[config.mk]
export PLATFORM = sky130hd
export DESIGN_NAME = mi4_merge
export DESIGN_NICKNAME = d
export VERILOG_FILES = /design/src/rtl/mi4_pkg.sv /design/src/rtl/mi4_merge.sv
export SDC_FILE = /design/constraint.sdc
export NUM_CORES = 1
export LEC_CHECK = 0
export ABC_AREA = 1
export BUFFER_PORTS_ARGS = -buffer_cell sky130_fd_sc_hd__buf_2
export CAP_MARGIN = 5
export CORE_MARGIN = 10
export CORE_UTILIZATION = 41
export CTS_CLUSTER_SIZE = 24
export DETAILED_ROUTE_END_ITERATION = 16
export PLACE_DENSITY = 0.74
export REMOVE_ABC_BUFFERS = 1
export SLEW_MARGIN = 20
export SYNTH_ARGS = -nofsm -noshare
export SYNTH_HDL_FRONTEND = slang
export SYNTH_SLANG_ARGS = --single-unit
[constraint.sdc]
create_clock -name clock -period 4.7 [get_ports clock]
set_input_delay 0.705 -clock clock [delete_from_list [all_inputs] [get_ports clock]]
set_output_delay 0.705 -clock clock [all_outputs]
set_load 0.01 [all_outputs]
[src/rtl/mi4_pkg.sv]
`timescale 1ns / 1ps
// Shared types, constants and operation tables for the 4x4 matrix inverse.
// Used by mi4_lane, mi4_merge and matrix_inverse_4x4; depends on nothing.

package mi4_pkg;

   localparam int ELEM_WIDTH_DEF = 32;
   localparam int FRAC_BITS_DEF  = 16;

   localparam int NUM_LANES = 4;
   localparam int NUM_STEPS = 28;
   localparam int STEP_W    = 5;
   localparam int PH_W      = 3;
   localparam int FILE_N    = 10;

   localparam logic [1:0] COL_LAST = 2'd3;
   localparam logic [3:0] COF_BASE = 4'd6;

   typedef enum logic [2:0] {
      ST_IDLE,
      ST_CALC,
      ST_CHECK,
      ST_DIV_LOAD,
      ST_DIV_ITER,
      ST_DIV_OUT,
      ST_IDENT
   } state_type;

   // sequencer to lanes
   typedef struct packed {
      logic              calc;
      logic [STEP_W-1:0] step;
      logic [PH_W-1:0]   ph;
      logic              div_load;
      logic              div_iter;
      logic [1:0]        col;
   } ctrl_type;

   // one multiply-accumulate step of a lane
   typedef struct packed {
      logic       clr;
      logic       neg;
      logic       x_file;
      logic [3:0] x_idx;
      logic [3:0] y_idx;
      logic       wr_file;
      logic       wr_det;
      logic [3:0] wr_idx;
   } op_type;

   // row pair of 2x2 minor j
   function automatic logic [1:0] pair_lo(input logic [2:0] j);
      logic [1:0] r;
      unique case (j) inside
         3'd0, 3'd1, 3'd2: r = 2'd0;
         3'd3, 3'd4:       r = 2'd1;
         default:          r = 2'd2;
      endcase
      return r;
   endfunction

   function automatic logic [1:0] pair_hi(input logic [2:0] j);
      logic [1:0] r;
      unique case (j) inside
         3'd0:             r = 2'd1;
         3'd1, 3'd3:       r = 2'd2;
         default:          r = 2'd3;
      endcase
      return r;
   endfunction

   // minor used by term u of cofactor k
   function automatic logic [2:0] cof_minor(input logic [1:0] k, input logic [1:0] u);
      logic [2:0] r;
      unique case ({k, u})
         4'b00_00: r = 3'd5;
         4'b00_01: r = 3'd4;
         4'b00_10: r = 3'd3;
         4'b01_00: r = 3'd5;
         4'b01_01: r = 3'd2;
         4'b01_10: r = 3'd1;
         4'b10_00: r = 3'd4;
         4'b10_01: r = 3'd2;
         4'b10_10: r = 3'd0;
         4'b11_00: r = 3'd3;
         4'b11_01: r = 3'd1;
         4'b11_10: r = 3'd0;
         default:  r = 3'd0;
      endcase
      return r;
   endfunction

   // program of the lane that produces inverse row `row`:
   // steps 0..11 six minors, 12..23 four cofactors, 24..27 determinant
   function automatic op_type lane_op(input logic [1:0] row, input logic [STEP_W-1:0] step);
      op_type            op;
      logic [2:0]        j;
      logic [1:0]        lo;
      logic [1:0]        hi;
      logic [3:0]        c0;
      logic [3:0]        base;
      logic [STEP_W-1:0] t;
      logic [7:0]        k_mul;
      logic [1:0]        k;
      logic [STEP_W-1:0] u_full;
      logic [1:0]        u;
      logic [1:0]        e_off;
      op     = '0;
      c0     = row[1] ? 4'd0 : 4'd8;
      base   = {row[1], ~row[0], 2'b00};
      j      = step[3:1];
      lo     = pair_lo(j);
      hi     = pair_hi(j);
      t      = step - STEP_W'(12);
      k_mul  = 8'(t) * 8'd11;
      k      = k_mul[6:5];
      u_full = t - STEP_W'({k, 1'b0}) - STEP_W'(k);
      u      = u_full[1:0];
      e_off  = (u >= k) ? u + 2'd1 : u;
      if (step < STEP_W'(12)) begin
         op.clr     = ~step[0];
         op.neg     = step[0];
         op.x_idx   = step[0] ? c0 + {2'b00, hi} : c0 + {2'b00, lo};
         op.y_idx   = step[0] ? c0 + 4'd4 + {2'b00, lo} : c0 + 4'd4 + {2'b00, hi};
         op.wr_file = step[0];
         op.wr_idx  = {1'b0, j};
      end else if (step < STEP_W'(24)) begin
         op.clr     = (u == 2'd0);
         op.neg     = (u == 2'd1) ^ row[0] ^ k[0];
         op.x_file  = 1'b1;
         op.x_idx   = {1'b0, cof_minor(k, u)};
         op.y_idx   = base + {2'b00, e_off};
         op.wr_file = (u == 2'd2);
         op.wr_idx  = COF_BASE + {2'b00, k};
      end else begin
         op.clr    = (step[1:0] == 2'd0);
         op.x_file = 1'b1;
         op.x_idx  = COF_BASE + {2'b00, step[1:0]};
         op.y_idx  = {row, step[1:0]};
         op.wr_det = (step[1:0] == 2'd3);
      end
      return op;
   endfunction

endpackage

[src/rtl/mi4_merge.sv]
`timescale 1ns / 1ps
// Merge stage: gathers the four lane quotients, or the identity, into one result column.
// Depends on mi4_pkg.

module mi4_merge
   import mi4_pkg::*;
#(
   parameter int ELEM_WIDTH = ELEM_WIDTH_DEF,
   parameter int FRAC_BITS  = FRAC_BITS_DEF
) (
   input  logic                            clock,
   input  logic                            reset,
   input  logic                            capture,
   input  logic                            ident,
   input  logic [1:0]                      col,
   input  logic [NUM_LANES*ELEM_WIDTH-1:0] lane_quot,
   output logic                            rsp_valid,
   output logic [1:0]                      rsp_out_column,
   output logic signed [ELEM_WIDTH-1:0]    rsp_out_row0,
   output logic signed [ELEM_WIDTH-1:0]    rsp_out_row1,
   output logic signed [ELEM_WIDTH-1:0]    rsp_out_row2,
   output logic signed [ELEM_WIDTH-1:0]    rsp_out_row3,
   output logic                            rsp_singular,
   output logic                            rsp_last
);

   localparam int E = ELEM_WIDTH;
   localparam int F = FRAC_BITS;
   localparam logic [E-1:0] ELEM_MAX = {1'b0, {(E - 1){1'b1}}};
   localparam logic [E-1:0] ONE_VAL  = (F < E - 1) ? (E'(1) << F) : ELEM_MAX;

   logic          valid_ff;
   logic [1:0]    col_ff;
   logic          sing_ff;
   logic [E-1:0]  rows_ff [NUM_LANES];

   // strobe
   always_ff @(posedge clock) begin
      if (reset) begin
         valid_ff <= 1'b0;
      end else begin
         valid_ff <= capture;
      end
   end

   // result column
   always_ff @(posedge clock) begin
      if (capture) begin
         col_ff  <= col;
         sing_ff <= ident;
         for (int r = 0; r < NUM_LANES; r++) begin
            if (ident) begin
               rows_ff[r] <= (col == 2'(r)) ? ONE_VAL : '0;
            end else begin
               rows_ff[r] <= lane_quot[r*E +: E];
            end
         end
      end
   end

   assign rsp_valid      = valid_ff;
   assign rsp_out_column = col_ff;
   assign rsp_out_row0   = rows_ff[0];
   assign rsp_out_row1   = rows_ff[1];
   assign rsp_out_row2   = rows_ff[2];
   assign rsp_out_row3   = rows_ff[3];
   assign rsp_singular   = sing_ff;
   assign rsp_last       = (col_ff == COL_LAST);

endmodule

==> impl_results.md <==
- Status: finished clean
- Slew @ Worst Pin: 0.9091 ns
- Die width: 132.0 um
- Min Hold Slack: between 0.4 and 0.5 ns
- Row count: 40
- Startpoint types: input pin
- Seq/Total Area, Yosys: 76.90%
- I/O Buffers: between 200 and 300
- Syn Std Cell Area: 5141 um2
- Initial core utilization: 42.27%
- RSZ-0062 raised after global routing: no
- Placed Cells: 841
- Share of cells above drive strength 1: 41.45%
- Slew margin rel.: between 30% and 40%
- Setup_tns: 0 ns
- Final Critical Period: 2.252 ns
- Hold Fails Final Rpt: 0
- Number of remaining DRC errors: 0
- Total grt overflow: 0
- CTS buffer count: 17
- Max_cap viols: 0
- Crit Path Class: in -> reg
- Worst hold path depth: 2
- Hold EP: rsp_valid$_SDFF_PP0_
- Yosys reg bits: 132
- DRT Pass-1 Iters: 5
- Fin cells: 870
- CTS Root Buffer Type: clkbuf_16
- VDD IR-drop max: 234.8 uV
- I/O pin count: 267
- Nets@finish: slightly above 800
- RD Place Congestion: around 0.8
- Static leakage: roughly 3.6 nW
- Synth Area per Inst: between 10 and 15 um2
- Die ar.: 17420 um2
- CP required: around 4.8 ns
- Yosys top cell area share: between 70% and 80%
- Hold Path Class: in -> reg
- Cells after synthesis: between 400 and 500
- Hold_sp: reset
- Ant diodes: 0
- CTS max path bufs: 2
- Post-CTS Hold Fix Bufs: 0
- First-pass GRT wire length: 21040 um
- Clock sink count: 132
- Dpl hpwl: between 10000 and 15000 um
- Initial DRC count: 200
- Worst setup EP type: flip-flop
- CORE AREA: around 12000 um2
- CTS tree: done
- H-Tree Depth: 4
- Pin count of the biggest net entering global routing: 74
- Fin crit share: a little under half
- Die Y: 132.0 um
- CTS clk-pin slew, worst paths: about 0.050 ns
- Total GRT Usage: 15.51%
- Cell Pwr Density: 394.7 nW/um2
- Post-CTS sizing: 0
- Yosys cell types: 9
- Area contributors post-synth: edfxtp_1, inv_1, nor2_1
- Total wire length: around 14000 um
- Via-to-Cell Ratio: 4.214
- DR WL/cell: 15.68 um
- Highest Clock Rate: 0.4440 GHz
- Crit path max fanout: 65
- Yosys warnings: 0
- Syn-to-layout area delta: 36.75%
- Synth area leader: edfxtp_1
- Slew Limit Fails: 0
- DRT antenna net count: 0
- Crit path arrival time: 2.38 ns
- Final setup fails: 0
- Vias in the first global route: 3938
- Power, Total: 2.775 mW
- Initial antenna violation count: 1
- Post-CTS setup buffers: 0
- Total number of vias: 3666
## worst max path at each step
stage | startpoint | endpoint | slack [ns]
2_1_floorplan | ident | rows_ff[0][48]$_DFFE_PP_ | 1.54
3_3_place_gp | capture | rows_ff[1][57]$_SDFFCE_PN0P_ | 2.12
3_5_place_dp | capture | rows_ff[1][52]$_SDFFCE_PN0P_ | 2.02
4_1_cts | capture | rows_ff[1][52]$_SDFFCE_PN0P_ | 2.45
5_1_grt | capture | rows_ff[1][52]$_SDFFCE_PN0P_ | 2.26
6_report | capture | rows_ff[1][52]$_SDFFCE_PN0P_ | 2.45
## power breakdown
group          total, mW  switching [mW]  leakage (nW)  internal [mW]
registers           1.41          0.0237          1.26           1.39
logic              0.279           0.166          2.07          0.113
clock network       1.08           0.437         0.240          0.645
## sequential cells by signal, summed over array words and instances, names as in the netlist
| signal | count |
|---|---|
| rows_ff | 128 |
| rsp_valid | 1 |
| rsp_singular | 1 |
| rsp_out_column | 2 |
## cell type report
type / instances / area (um2)
fill: 1074 / 5131
clock buffer: 18 / 429.2
clock inverter: 11 / 47.55
inverter: 130 / 488.0
timing repair buffer: 268 / 1353
multi-input combinational: 143 / 549.3
sequential: 132 / 3954
tap: 168 / 210.2
## per-stage QoR
| step | setup slack, ns | utilization, % | area [um2] |
|---|---|---|---|
| finish | 2.448 | 57.81 | 7030 |
| global route | 2.260 | 57.81 | 7030 |
| CTS | 2.453 | 57.81 | 7030 |
| detailed placement | 2.020 | 53.89 | 6554 |
| global placement | 2.120 | 53.89 | 6554 |
| floorplan | 1.536 | - | 4984 |
## cells in the mapped netlist, drive strengths merged
cell type  number
buf            14
clkbuf          1
dfxtp           1
edfxtp        131
inv           130
nand2          11
nand3           4
nor2          128
## layout by cell type, fill, tap and decap left out
cell type	n
nand3_1	4
clkbuf_1	1
clkinv_1	6
inv_1	130
clkbuf_16	17
buf_6	1
clkinv_2	5
nor2_1	128
nand2_1	10
edfxtp_1	131
dfxtp_1	1
buf_4	2
buf_2	265
nand2_4	1
## metal layers
layer,global-route usage (%),vias to the layer above,wire (um)
met2,27.05,170,7104
met3,8.422,18,1438
met1,15.08,1665,4894
li1,-,1811,-
met4,5.810,2,193
met5,0,-,7
## kinds of logic after synthesis
kind of cell | after synthesis | share of synthesized area (%)
buf+inv | 145 | 12.56
flops | 132 | 76.90
simple gates | 143 | 10.54
## critical path: stages
cell	delay (ns)
buf_6	0.22
nand2_4	0.58
buf_4	0.64
nor2_1	0.11
No activity file was read; power rests on OpenSTA's default activity.
